## src/rtl/core/fskm_pkg.sv

```systemverilog
// fskm_pkg: shared widths, types and the fixed-point sine series for the fsk frame modulator
package fskm_pkg;

  localparam int SAMPLE_W  = 7;
  localparam int CHAR_W    = 8;
  localparam int FRAME_LEN = 11;
  localparam int POS_W     = 4;

  // q28 fixed point
  localparam longint Q_ONE          = 64'sd268435456;
  localparam longint PI_Q           = 64'sd843314857;
  localparam longint TWO_PI_NUM     = 64'sd6283184;
  localparam longint ANGLE_DEN_UNIT = 64'sd1000000;
  localparam longint LEVEL_SCALE    = 64'sd2048;
  localparam longint LEVEL_DIV      = 64'sd41 * Q_ONE;
  localparam longint SAMPLE_MAX     = 64'sd99;

  localparam int TAYLOR_TERMS = 12;
  // (2k)(2k+1) for k = 1 .. 12
  localparam longint TAYLOR_DIV [TAYLOR_TERMS] = '{
    64'sd6, 64'sd20, 64'sd42, 64'sd72, 64'sd110, 64'sd156,
    64'sd210, 64'sd272, 64'sd342, 64'sd420, 64'sd506, 64'sd600
  };

  typedef logic [SAMPLE_W-1:0]  sample_t;
  typedef logic [CHAR_W-1:0]    char_t;
  typedef logic [FRAME_LEN-1:0] frame_t;
  typedef logic [POS_W-1:0]     pos_t;

  // taylor series to the x^25 term, each product truncated toward zero
  function automatic longint sine_q28(input longint x);
    longint x2;
    longint term;
    longint sum;
    x2   = (x * x) / Q_ONE;
    term = x;
    sum  = x;
    for (int k = 0; k < TAYLOR_TERMS; k++) begin
      term = (term * x2) / Q_ONE;
      term = term / TAYLOR_DIV[k];
      term = -term;
      sum  = sum + term;
    end
    return sum;
  endfunction

endpackage

```

## src/rtl/core/fskm_in_if.sv

```systemverilog
// fskm_in_if: request channel carrying sample ticks and send requests
interface fskm_in_if;
  import fskm_pkg::*;

  logic    valid;
  logic    ready;
  logic    req_type;
  char_t   char_data;

  modport source (output valid, output req_type, output char_data, input ready);
  modport sink   (input valid, input req_type, input char_data, output ready);
endinterface

```

## src/rtl/core/fskm_out_if.sv

```systemverilog
// fskm_out_if: result channel carrying one dac sample and status per transaction
interface fskm_out_if;
  import fskm_pkg::*;

  logic    valid;
  logic    ready;
  sample_t sample;
  logic    frame_done;
  logic    send_accepted;
  logic    busy_res;

  modport source (output valid, output sample, output frame_done, output send_accepted,
                  output busy_res, input ready);
  modport sink   (input valid, input sample, input frame_done, input send_accepted,
                  input busy_res, output ready);
endinterface

```

## src/rtl/core/fsk_uart_frame_modulator_top.sv

```systemverilog
// fsk_uart_frame_modulator_top: binary fsk modulator for a uart-style character frame
//
//  channel   dir   handshake        payload
//  in_ch     in    valid / ready    req_type, char_data
//  out_ch    out   valid / ready    sample, frame_done, send_accepted, busy_res
//
//  one transaction per clock when out_ch is not stalled: every input transaction
//  passes an input register and a result register, so its result is written to the
//  result register when the input register moves on and is held there until taken;
//  the sine rom lookup and symbol counters sit between them
//  rst_n is synchronous: counters, flags and both valid bits clear, mark tone idle
//  a stalled out_ch still lets one more transaction into the input register
//  before in_ch.ready drops
module fsk_uart_frame_modulator_top #(
  parameter int SAMPLES_PER_SYMBOL = 83
) (
  input  logic              clk,
  input  logic              rst_n,
  fskm_in_if.sink           in_ch,
  fskm_out_if.source        out_ch
);
  import fskm_pkg::*;

  localparam int             IdxW   = $clog2(SAMPLES_PER_SYMBOL);
  localparam longint         RomDen = ANGLE_DEN_UNIT * SAMPLES_PER_SYMBOL;
  localparam logic [IdxW:0]  SymLen = SAMPLES_PER_SYMBOL[IdxW:0];

  typedef sample_t rom_t [SAMPLES_PER_SYMBOL];

  // one sine cycle over a symbol, offset and scaled into the dac range
  function automatic rom_t build_rom();
    rom_t   rom;
    longint t;
    longint s;
    longint lvl;
    longint v;
    for (int i = 0; i < SAMPLES_PER_SYMBOL; i++) begin
      t = (TWO_PI_NUM * longint'(i) * Q_ONE) / RomDen;
      if (t > PI_Q) begin
        t = t - 2 * PI_Q;
      end
      s   = sine_q28(t);
      lvl = Q_ONE + s;
      if (lvl < 0) begin
        lvl = 0;
      end
      v = (lvl * LEVEL_SCALE) / LEVEL_DIV;
      if (v == 0) begin
        v = 1;
      end
      if (v > SAMPLE_MAX) begin
        v = SAMPLE_MAX;
      end
      rom[i] = v[SAMPLE_W-1:0];
    end
    return rom;
  endfunction

  localparam rom_t SineRom = build_rom();

  // start bit 0, data msb first, odd parity over data bits 6..0, stop bit 1
  function automatic frame_t make_frame(input char_t c);
    frame_t f;
    f = '0;
    for (int k = 0; k < CHAR_W; k++) begin
      f[1 + k] = c[CHAR_W - 1 - k];
    end
    f[CHAR_W + 1] = ~^c[CHAR_W-2:0];
    f[FRAME_LEN - 1] = 1'b1;
    return f;
  endfunction

  // input register
  logic    s1_valid_r;
  logic    s1_req_r;
  char_t   s1_char_r;

  // modulator state
  logic [IdxW-1:0] idx_r, idx_nxt;
  pos_t            pos_r, pos_nxt;
  logic            tx_r, tx_nxt;
  logic            pend_r, pend_nxt;
  char_t           pend_char_r, pend_char_nxt;
  frame_t          frame_r, frame_nxt;
  logic            space_r, space_nxt;

  // result register
  logic    out_valid_r;
  sample_t out_sample_r, out_sample_nxt;
  logic    out_done_r, out_done_nxt;
  logic    out_acc_r, out_acc_nxt;
  logic    out_busy_r, out_busy_nxt;

  logic            adv;
  logic [IdxW:0]   idx_dbl;
  logic [IdxW:0]   idx_inc;
  logic [IdxW-1:0] rom_addr;
  logic            sym_end;
  pos_t            pos_inc;

  // the input register moves on whenever the result register is free or being drained
  assign adv         = s1_valid_r && (!out_valid_r || out_ch.ready);
  assign in_ch.ready = !s1_valid_r || adv;

  // space tone reads every second entry, wrapping once past the symbol length
  assign idx_dbl  = {idx_r, 1'b0};
  assign rom_addr = !space_r ? idx_r :
                    (idx_dbl >= SymLen) ? IdxW'(idx_dbl - SymLen) : idx_dbl[IdxW-1:0];
  assign idx_inc  = {1'b0, idx_r} + {{IdxW{1'b0}}, 1'b1};
  assign sym_end  = (idx_inc == SymLen);
  assign pos_inc  = pos_r + pos_t'(1);

  always_comb begin
    idx_nxt        = idx_r;
    pos_nxt        = pos_r;
    tx_nxt         = tx_r;
    pend_nxt       = pend_r;
    pend_char_nxt  = pend_char_r;
    frame_nxt      = frame_r;
    space_nxt      = space_r;
    out_sample_nxt = '0;
    out_done_nxt   = 1'b0;
    out_acc_nxt    = 1'b0;
    if (adv) begin
      if (s1_req_r) begin
        // a second request while one waits is refused
        if (!pend_r) begin
          pend_char_nxt = s1_char_r;
          pend_nxt      = 1'b1;
          out_acc_nxt   = 1'b1;
        end
      end else begin
        out_sample_nxt = SineRom[rom_addr];
        idx_nxt        = sym_end ? '0 : idx_inc[IdxW-1:0];
        if (sym_end) begin
          if (tx_r) begin
            if (pos_inc >= pos_t'(FRAME_LEN)) begin
              // stop bit finished: back to idle mark tone
              pos_nxt      = '0;
              tx_nxt       = 1'b0;
              space_nxt    = 1'b0;
              out_done_nxt = 1'b1;
            end else begin
              pos_nxt   = pos_inc;
              space_nxt = !frame_r[pos_inc];
            end
          end else if (pend_r) begin
            // idle symbol ended with a character waiting: start bit begins
            frame_nxt = make_frame(pend_char_r);
            pend_nxt  = 1'b0;
            tx_nxt    = 1'b1;
            pos_nxt   = '0;
            space_nxt = !frame_nxt[0];
          end
        end
      end
    end
    out_busy_nxt = tx_nxt || pend_nxt;
  end

  always_ff @(posedge clk) begin
    if (!rst_n) begin
      s1_valid_r  <= 1'b0;
      out_valid_r <= 1'b0;
      idx_r       <= '0;
      pos_r       <= '0;
      tx_r        <= 1'b0;
      pend_r      <= 1'b0;
      space_r     <= 1'b0;
    end else begin
      if (in_ch.ready) begin
        s1_valid_r <= in_ch.valid;
      end
      if (adv) begin
        out_valid_r <= 1'b1;
      end else if (out_ch.ready) begin
        out_valid_r <= 1'b0;
      end
      idx_r   <= idx_nxt;
      pos_r   <= pos_nxt;
      tx_r    <= tx_nxt;
      pend_r  <= pend_nxt;
      space_r <= space_nxt;
    end
  end

  // payload registers
  always_ff @(posedge clk) begin
    if (in_ch.ready && in_ch.valid) begin
      s1_req_r  <= in_ch.req_type;
      s1_char_r <= in_ch.char_data;
    end
    pend_char_r <= pend_char_nxt;
    frame_r     <= frame_nxt;
    if (adv) begin
      out_sample_r <= out_sample_nxt;
      out_done_r   <= out_done_nxt;
      out_acc_r    <= out_acc_nxt;
      out_busy_r   <= out_busy_nxt;
    end
  end

  assign out_ch.valid         = out_valid_r;
  assign out_ch.sample        = out_sample_r;
  assign out_ch.frame_done    = out_done_r;
  assign out_ch.send_accepted = out_acc_r;
  assign out_ch.busy_res      = out_busy_r;

endmodule

```

## src/flat_wrapper.sv

```systemverilog
// flat-port wrapper written by rule: the top's interface ports become plain ports
module fsk_uart_frame_modulator_top_flat import fskm_pkg::*;
#(
  parameter int SAMPLES_PER_SYMBOL = 83
)
  (clk, rst_n, in_ch_valid, in_ch_req_type, in_ch_char_data, in_ch_ready, out_ch_valid, out_ch_sample, out_ch_frame_done, out_ch_send_accepted, out_ch_busy_res, out_ch_ready);
  fskm_in_if in_ch_i ();
  fskm_out_if out_ch_i ();
  input  logic clk;
  input  logic rst_n;
  input wire logic [$bits(in_ch_i.valid)-1:0] in_ch_valid;
  input wire logic [$bits(in_ch_i.req_type)-1:0] in_ch_req_type;
  input wire logic [$bits(in_ch_i.char_data)-1:0] in_ch_char_data;
  output wire logic [$bits(in_ch_i.ready)-1:0] in_ch_ready;
  output wire logic [$bits(out_ch_i.valid)-1:0] out_ch_valid;
  output wire logic [$bits(out_ch_i.sample)-1:0] out_ch_sample;
  output wire logic [$bits(out_ch_i.frame_done)-1:0] out_ch_frame_done;
  output wire logic [$bits(out_ch_i.send_accepted)-1:0] out_ch_send_accepted;
  output wire logic [$bits(out_ch_i.busy_res)-1:0] out_ch_busy_res;
  input wire logic [$bits(out_ch_i.ready)-1:0] out_ch_ready;
  assign in_ch_i.valid = in_ch_valid;
  assign in_ch_i.req_type = in_ch_req_type;
  assign in_ch_i.char_data = in_ch_char_data;
  assign in_ch_ready = in_ch_i.ready;
  assign out_ch_valid = out_ch_i.valid;
  assign out_ch_sample = out_ch_i.sample;
  assign out_ch_frame_done = out_ch_i.frame_done;
  assign out_ch_send_accepted = out_ch_i.send_accepted;
  assign out_ch_busy_res = out_ch_i.busy_res;
  assign out_ch_i.ready = out_ch_ready;
  fsk_uart_frame_modulator_top #(.SAMPLES_PER_SYMBOL(SAMPLES_PER_SYMBOL)) u_core (.clk(clk), .rst_n(rst_n), .in_ch(in_ch_i), .out_ch(out_ch_i));
endmodule
```

## config.mk

```make
export PLATFORM = sky130hd
export DESIGN_NAME = fsk_uart_frame_modulator_top_flat
export DESIGN_NICKNAME = d
export VERILOG_FILES = /design/src/rtl/core/fskm_pkg.sv /design/src/rtl/core/fskm_in_if.sv /design/src/rtl/core/fskm_out_if.sv /design/src/rtl/core/fsk_uart_frame_modulator_top.sv /design/src/flat_wrapper.sv
export SDC_FILE = /design/constraint.sdc
export NUM_CORES = 1
export LEC_CHECK = 0
export BUFFER_PORTS_ARGS = -buffer_cell sky130_fd_sc_hd__buf_2
export CAP_MARGIN = 20
export CORE_MARGIN = 5
export CORE_UTILIZATION = 45
export CTS_BUF_LIST = sky130_fd_sc_hd__clkbuf_4
export DETAILED_ROUTE_END_ITERATION = 8
export PLACE_DENSITY = 0.65
export SLEW_MARGIN = 20
export SYNTH_ARGS = -nofsm -noshare
export SYNTH_HDL_FRONTEND = slang
export SYNTH_SLANG_ARGS = --single-unit
```

## constraint.sdc

```tcl
create_clock -name clk -period 3.55 [get_ports clk]
set_input_delay 0.1775 -clock clk [delete_from_list [all_inputs] [get_ports clk]]
set_output_delay 0.1775 -clock clk [all_outputs]
set_load 0.1 [all_outputs]
```

==> metrics.md, run 1 <==
| Metric | Value |
|---|---|
| Max-slew violation count | `0` |
| Worst path bufs/invs | `2` |
| Cell type with the largest total area after synthesis | `sky130_fd_sc_hd__edfxtp_1` |
| Max Fanout on Critical Path | `8` |
| Starting density of the core | `0.4624` |
| Clk buf depth | `2` |
| Post-synthesis net count | `387` |
| Asr flop ratio synth | `0` |
| Fin crit period | `3045 ps` |
| Category of the most critical setup path | `reg2reg` |
| Seq/Total Area, Yosys | `0.4156` |
| Int Power | `0.7846 mW` |
| Total CTS buffers | `5` |
| Largest voltage drop on the vdd net | `0.2265 mV` |
| Diode insertion count for antenna repair | `0` |
| Power density over the cells | `289.5 mW/mm2` |
| Power Total | `1.074 mW` |
| Max-cap check violation count | `0` |
| Post-route antenna net violation count | `0` |
| Total number of placement rows | `31` |
| Share of power burned in the clock network | `0.262` |
| Switching power share of the total | `0.2692` |
| Width of the die | `96.57 um` |
| Post-CTS Setup Bufs | `0` |
| Fraction of the cycle the final worst path needs | `0.8578` |
| Average footprint of a synthesized cell | `9.445 um2` |
| Crit path cell chain | `inv_1 -> ha_1 -> nand2b_4 -> a21o_1 -> a21oi_1 -> ha_1 -> inv_1 -> maj3_1 -> a21oi_1 -> o21ai_0 -> o311ai_1 -> nor3_1 -> a211o_1` |
| Top cells by count, synth | `36 x sky130_fd_sc_hd__edfxtp_1, 30 x sky130_fd_sc_hd__nor2_1, 29 x sky130_fd_sc_hd__a21oi_1` |
| 1st-iter DRT viols | `151` |
| Overall track demand over capacity in global routing | `0.1620` |
| CP delay by family, top | `adder cells` |
| DRC violation count after routing | `0` |
| Hold Fails Final Rpt | `0` |
| Clock transition at the registers of the reported paths | `170 ps` |
| Die height | `96.57 um` |
| Post-Route Utilization | `0.5086` |
| Vias per inst | `5.634` |
| Worst Clk Skew | `20.28 ps` |
| Sequential share of power | `0.628` |
| Setup TNS | `0 ps` |
| Clock latency on the worst-skew pair | `380 ps` |
| Cell variety after synth | `65` |
| Worst setup EP type | `flop` |
| Req. time, crit path | `3720 ps` |
| Number of I/O port buffers | `24` |
| Total length of routed wires | `7.116 mm` |
| Crit path arrival time | `3210 ps` |
| Slowest library cell on the worst path | `sky130_fd_sc_hd__ha_1` |
| H-tree lvl count | `2` |
| Area added between synthesis and finish | `9.982%` |
| Maximum number of pins on one net before global-route repair | `28` |
| Via count of the first global-routing pass | `2467` |
| Biggest cell delay along the critical path | `420 ps` |
| Synthesis Warnings | `0` |
| Routed vias | `2727` |
| Count of nets after finishing | `414` |
| Cell count after synthesis | `357` |
| Setup repair after global routing missed its margin | `no` |
| Routability Congestion | `0.8416` |
| First-pass GRT wire length | `11.92 mm` |
| Dominant cells by area after synthesis | `sky130_fd_sc_hd__edfxtp_1 32%, sky130_fd_sc_hd__dfxtp_1 9.5%, sky130_fd_sc_hd__ha_1 6.3%` |
| Hold WC Path Type | `in2reg` |
| Static power due to leakage | `1.355 nW` |
| Number of antenna violations at the first check in global routing | `0` |
| Netlist area before placement | `0.003372 mm2` |
| Gr ovfl total | `0` |
| Number of top-level pins | `25` |
| Full die area | `0.009325 mm2` |
| WL per Instance | `14.70 um` |
| Core area | `0.007292 mm2` |
| TritonCTS clock tree | `done` |
| Transition time at the pin with the least slew margin | `875.4 ps` |
| Portion of synthesized cell area occupied by the leading cell type | `0.3206` |
| Worst relative slew slack | `0.4164` |
| DPL Wire Length | `5.144 mm` |
| Peak clock frequency supported by timing | `328.4 MHz` |
| Main synth FF type | `sky130_fd_sc_hd__edfxtp_1` |
| CP startpoint kind | `flop` |
| Fraction of layout instances using a drive strength above 1 | `0.1481` |
| Final setup fails | `0` |
| Sink Count | `52` |
| Total of fill cells in the finished design | `707` |
| Post-synth EDFFs | `36` |
| Combinational share of power | `0.110` |
| Resize count post-CTS | `0` |
| Outcome | `completed` |
| Switching power of the nets | `0.2890 mW` |
| Cell with the most instances after synthesis | `sky130_fd_sc_hd__edfxtp_1` |
| Count of TritonRoute iterations in the first routing pass | `5` |
| Number of register bits inferred by synthesis | `52` |
| Hold buffer count at cts | `9` |
| Root buffer selected by CTS | `sky130_fd_sc_hd__clkbuf_4` |
==> through the flow <==
step	hold WS (ps)	setup WS [ps]	area, um2	std cells
global placement	353.8	646.9	3555	467
finish	56.05	504.9	3709	484
floorplan	276.4	139.6	3372	357
CTS	41.52	537.4	3709	484
detailed placement	355.6	552.8	3555	467
global route	62.39	306.3	3709	484
==> logic make-up after synthesis <==
family | share of synthesized area
DFF | 0.4156
AOI/OAI and AO/OA | 0.2174
adders and majority gates | 0.06605
muxes | 0.01855
buffers and inverters | 0.06790
and+or+nand+nor | 0.1755
xor gates and xnor gates | 0.03896
==> cell usage in the layout, fill, tap and decap left out, types with 3 or more instances in the layout <==
master | Yosys | layout
sky130_fd_sc_hd__nand2_1 | 26 | 26
sky130_fd_sc_hd__a21o_1 | 3 | 3
sky130_fd_sc_hd__and2_1 | 7 | 7
sky130_fd_sc_hd__clkbuf_4 | 0 | 5
sky130_fd_sc_hd__buf_2 | 9 | 24
sky130_fd_sc_hd__inv_1 | 14 | 14
sky130_fd_sc_hd__nand3_1 | 7 | 7
sky130_fd_sc_hd__a211oi_1 | 6 | 6
sky130_fd_sc_hd__edfxtp_1 | 36 | 36
sky130_fd_sc_hd__nand2b_1 | 4 | 4
sky130_fd_sc_hd__xor2_1 | 4 | 4
sky130_fd_sc_hd__dfxtp_1 | 16 | 16
sky130_fd_sc_hd__a21boi_0 | 3 | 3
sky130_fd_sc_hd__dlygate4sd3_1 | 0 | 9
sky130_fd_sc_hd__o22ai_1 | 3 | 3
sky130_fd_sc_hd__a21oi_1 | 29 | 29
sky130_fd_sc_hd__mux2i_1 | 4 | 4
sky130_fd_sc_hd__nor2_1 | 30 | 30
sky130_fd_sc_hd__o211ai_1 | 4 | 4
sky130_fd_sc_hd__nor2b_1 | 10 | 10
sky130_fd_sc_hd__o32ai_1 | 3 | 3
sky130_fd_sc_hd__o31ai_1 | 4 | 4
sky130_fd_sc_hd__xnor2_1 | 11 | 11
sky130_fd_sc_hd__a31oi_1 | 6 | 6
sky130_fd_sc_hd__o21ai_0 | 23 | 23
sky130_fd_sc_hd__ha_1 | 17 | 17
sky130_fd_sc_hd__a311oi_1 | 7 | 6
sky130_fd_sc_hd__buf_4 | 4 | 14
sky130_fd_sc_hd__nor3_1 | 14 | 14
==> metal layers <==
metal	up-vias	GRT usage	share of wire
li1	1365	-	-
met1	1272	0.2447	0.49
met2	79	0.2437	0.44
met3	11	0.02479	0.051
met4	0	0.03738	0.013
met5	-	0	0
==> power by group through the flow <==
| stage | registers, mW | logic (mW) | clock network, mW |
|---|---|---|---|
| 4_1_cts | 0.674 | 0.118 | 0.290 |
| 5_1_grt | 0.676 | 0.127 | 0.317 |
| 3_3_place_gp | 0.687 | 0.109 | 0 |
| 3_5_place_dp | 0.687 | 0.110 | 0 |
| 2_1_floorplan | 0.726 | 0.0435 | 0 |
| 6_report | 0.674 | 0.118 | 0.282 |
==> worst register-to-register path: cells and delay by family (launching register included) <==
family | cells | cell delay (ps)
AO/OA/AOI/OAI | 6 | 880
adder cells (fa/ha/maj) | 3 | 1080
buffers and inverters | 2 | 250
flip-flops | 1 | 340
AND/OR/NAND/NOR | 2 | 270
==> layout make-up <==
cell class                 count  area (um2)  area share
multi-input combinational    263        1748      0.4713
sequential                    52        1401      0.3779
timing repair buffer          47       315.3     0.08502
tap                           99       123.9     0.03340
inverter                      15       56.30     0.01518
clock buffer                   5       37.54     0.01012
clock inverter                 3       26.28    0.007085
==> worst paths after layout <==
kind | depth (start not counted) | end | from | slack, ps
max | 13 | u_core.out_ch.sample[2]$_SDFFCE_PP0P_ | u_core.idx_r[1]$_SDFFE_PN0P_ | 500
min | 3 | u_core.s1_valid_r$_SDFFE_PN0N_ | in_ch_valid | 60
max reg2reg | 13 | u_core.out_ch.sample[2]$_SDFFCE_PP0P_ | u_core.idx_r[1]$_SDFFE_PN0P_ | 500
min reg2reg | 0 | u_core.pend_char_r[3]$_DFFE_PP_ | u_core.s1_char_r[3]$_DFFE_PP_ | 440
==> state kept, by name, summed over array words and instances (netlist names) <==
signal	count
u_core.frame_r	9
u_core.pend_char_r	8
u_core.s1_char_r	8
u_core.idx_r	7
u_core.out_ch.sample	7
u_core.pos_r	4
u_core.out_ch.busy_res	1
u_core.out_ch.frame_done	1
u_core.out_ch.send_accepted	1
u_core.out_ch.valid	1
u_core.pend_r	1
u_core.s1_req_r	1
u_core.s1_valid_r	1
u_core.space_r	1
u_core.tx_r	1
(Power assumes the default switching activity.)
==> run 2, diff against run 1 <==
--- a/config.mk
+++ b/config.mk
@@ -7,7 +7,7 @@
 export LEC_CHECK = 0
 export BUFFER_PORTS_ARGS = -buffer_cell sky130_fd_sc_hd__buf_2
 export CAP_MARGIN = 20
-export CORE_MARGIN = 5
+export CORE_MARGIN = 10
 export CORE_UTILIZATION = 45
 export CTS_BUF_LIST = sky130_fd_sc_hd__clkbuf_4
 export DETAILED_ROUTE_END_ITERATION = 8
==> metrics.md, run 2 (same netlist as run 1, synthesis figures left out) <==
| Metric | Value |
|---|---|
| Total CTS buffers | `5` |
| Full die area | `0.01136 mm2` |
| WL met1 | `3.600 mm` |
| Worst setup EP type | `flop` |
| Clock transition at the registers of the reported paths | `160 ps` |
| Clk buf depth | `2` |
| Count of TritonRoute iterations in the first routing pass | `7` |
| TritonCTS clock tree | `done` |
| Total length of routed wires | `7.514 mm` |
| Count of nets after finishing | `415` |
| Gr ovfl total | `0` |
| Most common library cell in the layout ignoring fill and taps | `sky130_fd_sc_hd__edfxtp_1` |
| 1st-iter DRT viols | `261` |
| Vias per inst | `5.602` |
| Die height | `106.6 um` |
| Sequential share of power | `0.625` |
| Crit path arrival time | `3210 ps` |
| Routed met2 length | `3.382 mm` |
| Overall track demand over capacity in global routing | `0.1355` |
| Switching power share of the total | `0.2718` |
| Hold WC Path Type | `in2reg` |
| Clock latency on the worst-skew pair | `380 ps` |
| Fin crit period | `3051 ps` |
| Number of I/O port buffers | `24` |
| Peak clock frequency supported by timing | `327.8 MHz` |
| Area added between synthesis and finish | `10.17%` |
| Max-cap check violation count | `0` |
| Commonest cells after routing, fill and taps aside | `36 x sky130_fd_sc_hd__edfxtp_1, 30 x sky130_fd_sc_hd__nor2_1, 29 x sky130_fd_sc_hd__a21oi_1, 26 x sky130_fd_sc_hd__nand2_1, 24 x sky130_fd_sc_hd__buf_2` |
| Number of antenna violations at the first check in global routing | `0` |
| Final setup slack of the worst path | `498.9 ps` |
| Switching power of the nets | `0.2931 mW` |
| Post-placement setup slack | `513.1 ps` |
| Int Power | `0.7851 mW` |
| Core area | `0.007253 mm2` |
| Via count of the first global-routing pass | `2625` |
| Max-slew violation count | `0` |
| Max Fanout on Critical Path | `8` |
| Transition time at the pin with the least slew margin | `895.9 ps` |
| Setup repair after global routing missed its margin | `no` |
| Fraction of layout instances using a drive strength above 1 | `0.1503` |
| H-tree lvl count | `2` |
| Number of placed instances, taps included | `468` |
| Fraction of the cycle the final worst path needs | `0.8595` |
| First-pass GRT wire length | `12.92 mm` |
| Worst relative slew slack | `0.4028` |
| Max reg flops | `9` |
| Width of the die | `106.6 um` |
| Post-route non-filler standard cell count | `485` |
| WL per Instance | `15.49 um` |
| Resize count post-CTS | `0` |
| DRC violation count after routing | `0` |
| Registers with the highest flip-flop counts | `u_core.frame_r x9, u_core.pend_char_r x8, u_core.s1_char_r x8` |
| Largest voltage drop on the vdd net | `0.2055 mV` |
| DR WL met3 | `454 um` |
| Share of power burned in the clock network | `0.265` |
| Final setup fails | `0` |
| Category of the most critical setup path | `reg2reg` |
| Worst Clk Skew | `12.54 ps` |
| DPL Wire Length | `5.396 mm` |
| Post-Route Utilization | `0.5122` |
| Diode insertion count for antenna repair | `0` |
| Power density over the cells | `290.3 mW/mm2` |
| Outcome | `completed` |
| Static power due to leakage | `1.363 nW` |
| Combinational share of power | `0.110` |
| Routability Congestion | `0.9246` |
| Maximum number of pins on one net before global-route repair | `28` |
| Number of top-level pins | `25` |
| Total number of placement rows | `31` |
| CP startpoint kind | `flop` |
| Root buffer selected by CTS | `sky130_fd_sc_hd__clkbuf_4` |
| Starting density of the core | `0.4649` |
| Topmost layer with routed signal wires | `met4` |
| Req. time, crit path | `3710 ps` |
| Power Total | `1.078 mW` |
| Routed vias | `2717` |
| Setup TNS | `0 ps` |
| Sink Count | `52` |
| Hold Fails Final Rpt | `0` |
| Register containing the most flip-flops in the final layout | `u_core.frame_r` |
| Post-route antenna net violation count | `0` |
run 2: cell types whose count changed in the layout (fill, tap and decap cells not counted), sizes merged:
cell      before  now
inv           16   17
buf           38   39
clkinvlp       2    1
run 2: power by group through the flow:
stage,sequential [mW],combinational (mW),clock [mW]
6_report,0.673,0.119,0.286
2_1_floorplan,0.726,0.0435,0
4_1_cts,0.674,0.119,0.296
3_3_place_gp,0.687,0.110,0
5_1_grt,0.675,0.128,0.321
3_5_place_dp,0.687,0.111,0
run 2: layer usage:
metal / vias to the layer above / GRT usage
met2: 92 / 0.2138
met5: - / 0
met1: 1257 / 0.1835
met3: 6 / 0.03140
met4: 0 / 0.03095
li1: 1362 / -
run 2: path summary, 6_finish.rpt:
kind                                 start                                     to  slack (ps)  cells past startpoint
max           u_core.idx_r[1]$_SDFFE_PN0P_  u_core.out_ch.sample[2]$_SDFFCE_PP0P_         500                     13
min                            in_ch_valid         u_core.s1_valid_r$_SDFFE_PN0N_          50                      3
max reg2reg   u_core.idx_r[1]$_SDFFE_PN0P_  u_core.out_ch.sample[2]$_SDFFCE_PP0P_         500                     13
min reg2reg  u_core.s1_char_r[0]$_DFFE_PP_        u_core.pend_char_r[0]$_DFFE_PP_         440                      0
run 2: per-stage QoR:
step,cell area [um2],hold WS (ps)
after floorplan,3372,276.4
after global placement,3562,353.5
after detailed placement,3562,356.2
after CTS,3715,40.53
after global routing,3715,44.32
final,3715,47.83
run 2: repair_timing:
item,in CTS,in global routing
setup endpoints to repair,0,0
hold buffers,9,0
setup buffers,0,0
endpoints found under the hold margin,9,0
run 2: cell type report:
cell class / count / area [um2]
multi-input combinational: 263 / 1748
clock buffer: 5 / 37.54
clock inverter: 3 / 25.02
tap: 99 / 123.9
inverter: 15 / 56.30
sequential: 52 / 1401
timing repair buffer: 48 / 322.8
fill: 694 / 3538
run 2: worst max-delay path: stages, from the launching register on:
cell,delay [ps]
sky130_fd_sc_hd__dfxtp_1,340
sky130_fd_sc_hd__inv_1,110
sky130_fd_sc_hd__ha_1,290
sky130_fd_sc_hd__nand2b_4,180
sky130_fd_sc_hd__a21o_1,220
sky130_fd_sc_hd__a21oi_1,120
sky130_fd_sc_hd__ha_1,440
sky130_fd_sc_hd__inv_1,140
sky130_fd_sc_hd__maj3_1,340
sky130_fd_sc_hd__a21oi_1,150
sky130_fd_sc_hd__o21ai_0,80
sky130_fd_sc_hd__o311ai_1,110
sky130_fd_sc_hd__nor3_1,80
sky130_fd_sc_hd__a211o_1,220
==> run 3, diff against run 2 <==
==> constraint.sdc (replaced) <==
create_clock -name clk -period 2.8 [get_ports clk]
set_input_delay 0.14 -clock clk [delete_from_list [all_inputs] [get_ports clk]]
set_output_delay 0.14 -clock clk [all_outputs]
set_load 0.1 [all_outputs]
==> metrics.md, run 3 (same netlist as run 1, synthesis figures left out) <==
| Metric | Value |
|---|---|
| Outcome | `completed` |
| Post-route design area | `0.003871 mm2` |
| Hold Path Cell Cnt | `3` |
| Commonest cells after routing, fill and taps aside | `36 x sky130_fd_sc_hd__edfxtp_1, 30 x sky130_fd_sc_hd__nor2_1, 28 x sky130_fd_sc_hd__a21oi_1, 26 x sky130_fd_sc_hd__nand2_1` |
| Post-Route Utilization | `0.5337` |
| Vias per inst | `5.491` |
| Number of cell instances on the worst register-to-register path | `13` |
| Routed vias | `2729` |
| Overall track demand over capacity in global routing | `0.1329` |
| Maximum number of pins on one net before global-route repair | `30` |
| Width of the die | `106.6 um` |
| Largest voltage drop on the vdd net | `0.3036 mV` |
| Crit path arrival time | `2730 ps` |
| Transition time at the pin with the least slew margin | `619.1 ps` |
| Post-place instance area | `0.003691 mm2` |
| Max reg flops | `9` |
| Worst relative slew slack | `0.5873` |
| Static power due to leakage | `1.435 nW` |
| Power Total | `1.370 mW` |
| Gr ovfl total | `0` |
| Post-route antenna net violation count | `0` |
| Full die area | `0.01136 mm2` |
| Setup repair after global routing missed its margin | `no` |
| First-pass GRT wire length | `12.66 mm` |
| Power density over the cells | `354.0 mW/mm2` |
| WL per Instance | `15.29 um` |
| CP startpoint kind | `flop` |
| Post-placement setup slack | `109.7 ps` |
| DRC violation count after routing | `0` |
| Total of fill cells in the finished design | `672` |
| Count of nets after finishing | `427` |
| Fraction of the cycle the final worst path needs | `0.9177` |
| Post-CTS Setup Bufs | `0` |
| Category of the most critical setup path | `reg2reg` |
| Req. time, crit path | `2960 ps` |
| Peak clock frequency supported by timing | `389.2 MHz` |
| Root buffer selected by CTS | `sky130_fd_sc_hd__clkbuf_4` |
| Register containing the most flip-flops in the final layout | `u_core.frame_r` |
| Hold WC Path Type | `in2reg` |
| Fin crit period | `2570 ps` |
| Max Fanout on Critical Path | `6` |
| Routability Congestion | `0.8934` |
| Registers with the highest flip-flop counts | `u_core.frame_r x9, u_core.pend_char_r x8, u_core.s1_char_r x8` |
| H-tree lvl count | `2` |
| Worst setup EP type | `flop` |
| Final setup slack of the worst path | `230.5 ps` |
| Most common library cell in the layout ignoring fill and taps | `sky130_fd_sc_hd__edfxtp_1` |
| Sink Count | `52` |
| Total length of routed wires | `7.601 mm` |
| Clk buf depth | `2` |
| Clock latency on the worst-skew pair | `380 ps` |
| Hold Fails Final Rpt | `0` |
| Die height | `106.6 um` |
| Core area | `0.007253 mm2` |
| Area added between synthesis and finish | `14.81%` |
| Total number of placement rows | `31` |
| Clock transition at the registers of the reported paths | `160 ps` |
| Count of TritonRoute iterations in the first routing pass | `4` |
| Max-cap check violation count | `0` |
| Number of top-level pins | `25` |
| DPL Wire Length | `5.488 mm` |
| 1st-iter DRT viols | `185` |
| Diode insertion count for antenna repair | `0` |
| Number of I/O port buffers | `24` |
| Max-slew violation count | `0` |
| Fraction of layout instances using a drive strength above 1 | `0.1935` |
| Final setup fails | `0` |
| Worst Clk Skew | `9.138 ps` |
| Number of antenna violations at the first check in global routing | `0` |
| Starting density of the core | `0.4649` |
| Total CTS buffers | `5` |
| TritonCTS clock tree | `done` |
| Via count of the first global-routing pass | `2551` |
run 3: repair_timing:
item / in CTS / in global routing
endpoints found under the setup margin: 0 / 3
gates resized for setup: 0 / 5
endpoints found under the hold margin: 10 / 0
hold buffers: 10 / 0
run 3: path summary, 6_finish.rpt:
| path | startpoint | slack, ps | to |
|---|---|---|---|
| max | u_core.idx_r[1]$_SDFFE_PN0P_ | 230 | u_core.out_ch.sample[2]$_SDFFCE_PP0P_ |
| min | out_ch_ready | 100 | u_core.out_ch.valid$_SDFFE_PN0P_ |
| max reg2reg | u_core.idx_r[1]$_SDFFE_PN0P_ | 230 | u_core.out_ch.sample[2]$_SDFFCE_PP0P_ |
| min reg2reg | u_core.pend_char_r[7]$_DFFE_PP_ | 440 | u_core.frame_r[1]$_DFFE_PP_ |
run 3: per-stage QoR:
stage	std cells	hold WS, ps	TNS (ps)
final	497	102.0	0
after global routing	497	112.2	0
after CTS	497	91.97	0
after detailed placement	479	318.1	0
after global placement	479	316.6	0
after floorplan	357	238.9	-161.2
run 3: power breakdown:
group / internal (mW) / switching, mW / leakage, nW
sequential: 0.844 / 0.0117 / 0.467
combinational: 0.0508 / 0.104 / 0.936
clock: 0.105 / 0.255 / 0.0322
run 3: layout make-up:
class	instances	area (um2)	area share
multi-input combinational	263	1785	0.4612
sequential	52	1403	0.3623
timing repair buffer	60	440.4	0.1138
tap	99	123.9	0.03200
inverter	15	56.30	0.01454
clock buffer	5	37.54	0.009696
clock inverter	3	25.02	0.006464
run 3: metal layers:
| layer | share of wire | wire length [um] | up-vias | track usage |
|---|---|---|---|---|
| met3 | 0.047 | 356 | 8 | 0.02838 |
| met4 | 0.012 | 95 | 0 | 0.03675 |
| li1 | - | - | 1385 | - |
| met1 | 0.51 | 3863 | 1269 | 0.1910 |
| met2 | 0.43 | 3286 | 67 | 0.1949 |
| met5 | 0 | 0 | - | 0 |
run 3: worst max-delay path: stages (launching register included):
cell	delay (ps)
sky130_fd_sc_hd__dfxtp_2	360
sky130_fd_sc_hd__inv_1	50
sky130_fd_sc_hd__ha_2	180
sky130_fd_sc_hd__nand2b_4	140
sky130_fd_sc_hd__a21o_2	250
sky130_fd_sc_hd__a21oi_4	170
sky130_fd_sc_hd__buf_4	170
sky130_fd_sc_hd__inv_1	100
sky130_fd_sc_hd__ha_2	220
sky130_fd_sc_hd__mux2i_1	150
sky130_fd_sc_hd__o221ai_1	130
sky130_fd_sc_hd__o21ai_0	110
sky130_fd_sc_hd__nor3_1	60
sky130_fd_sc_hd__a211o_1	270
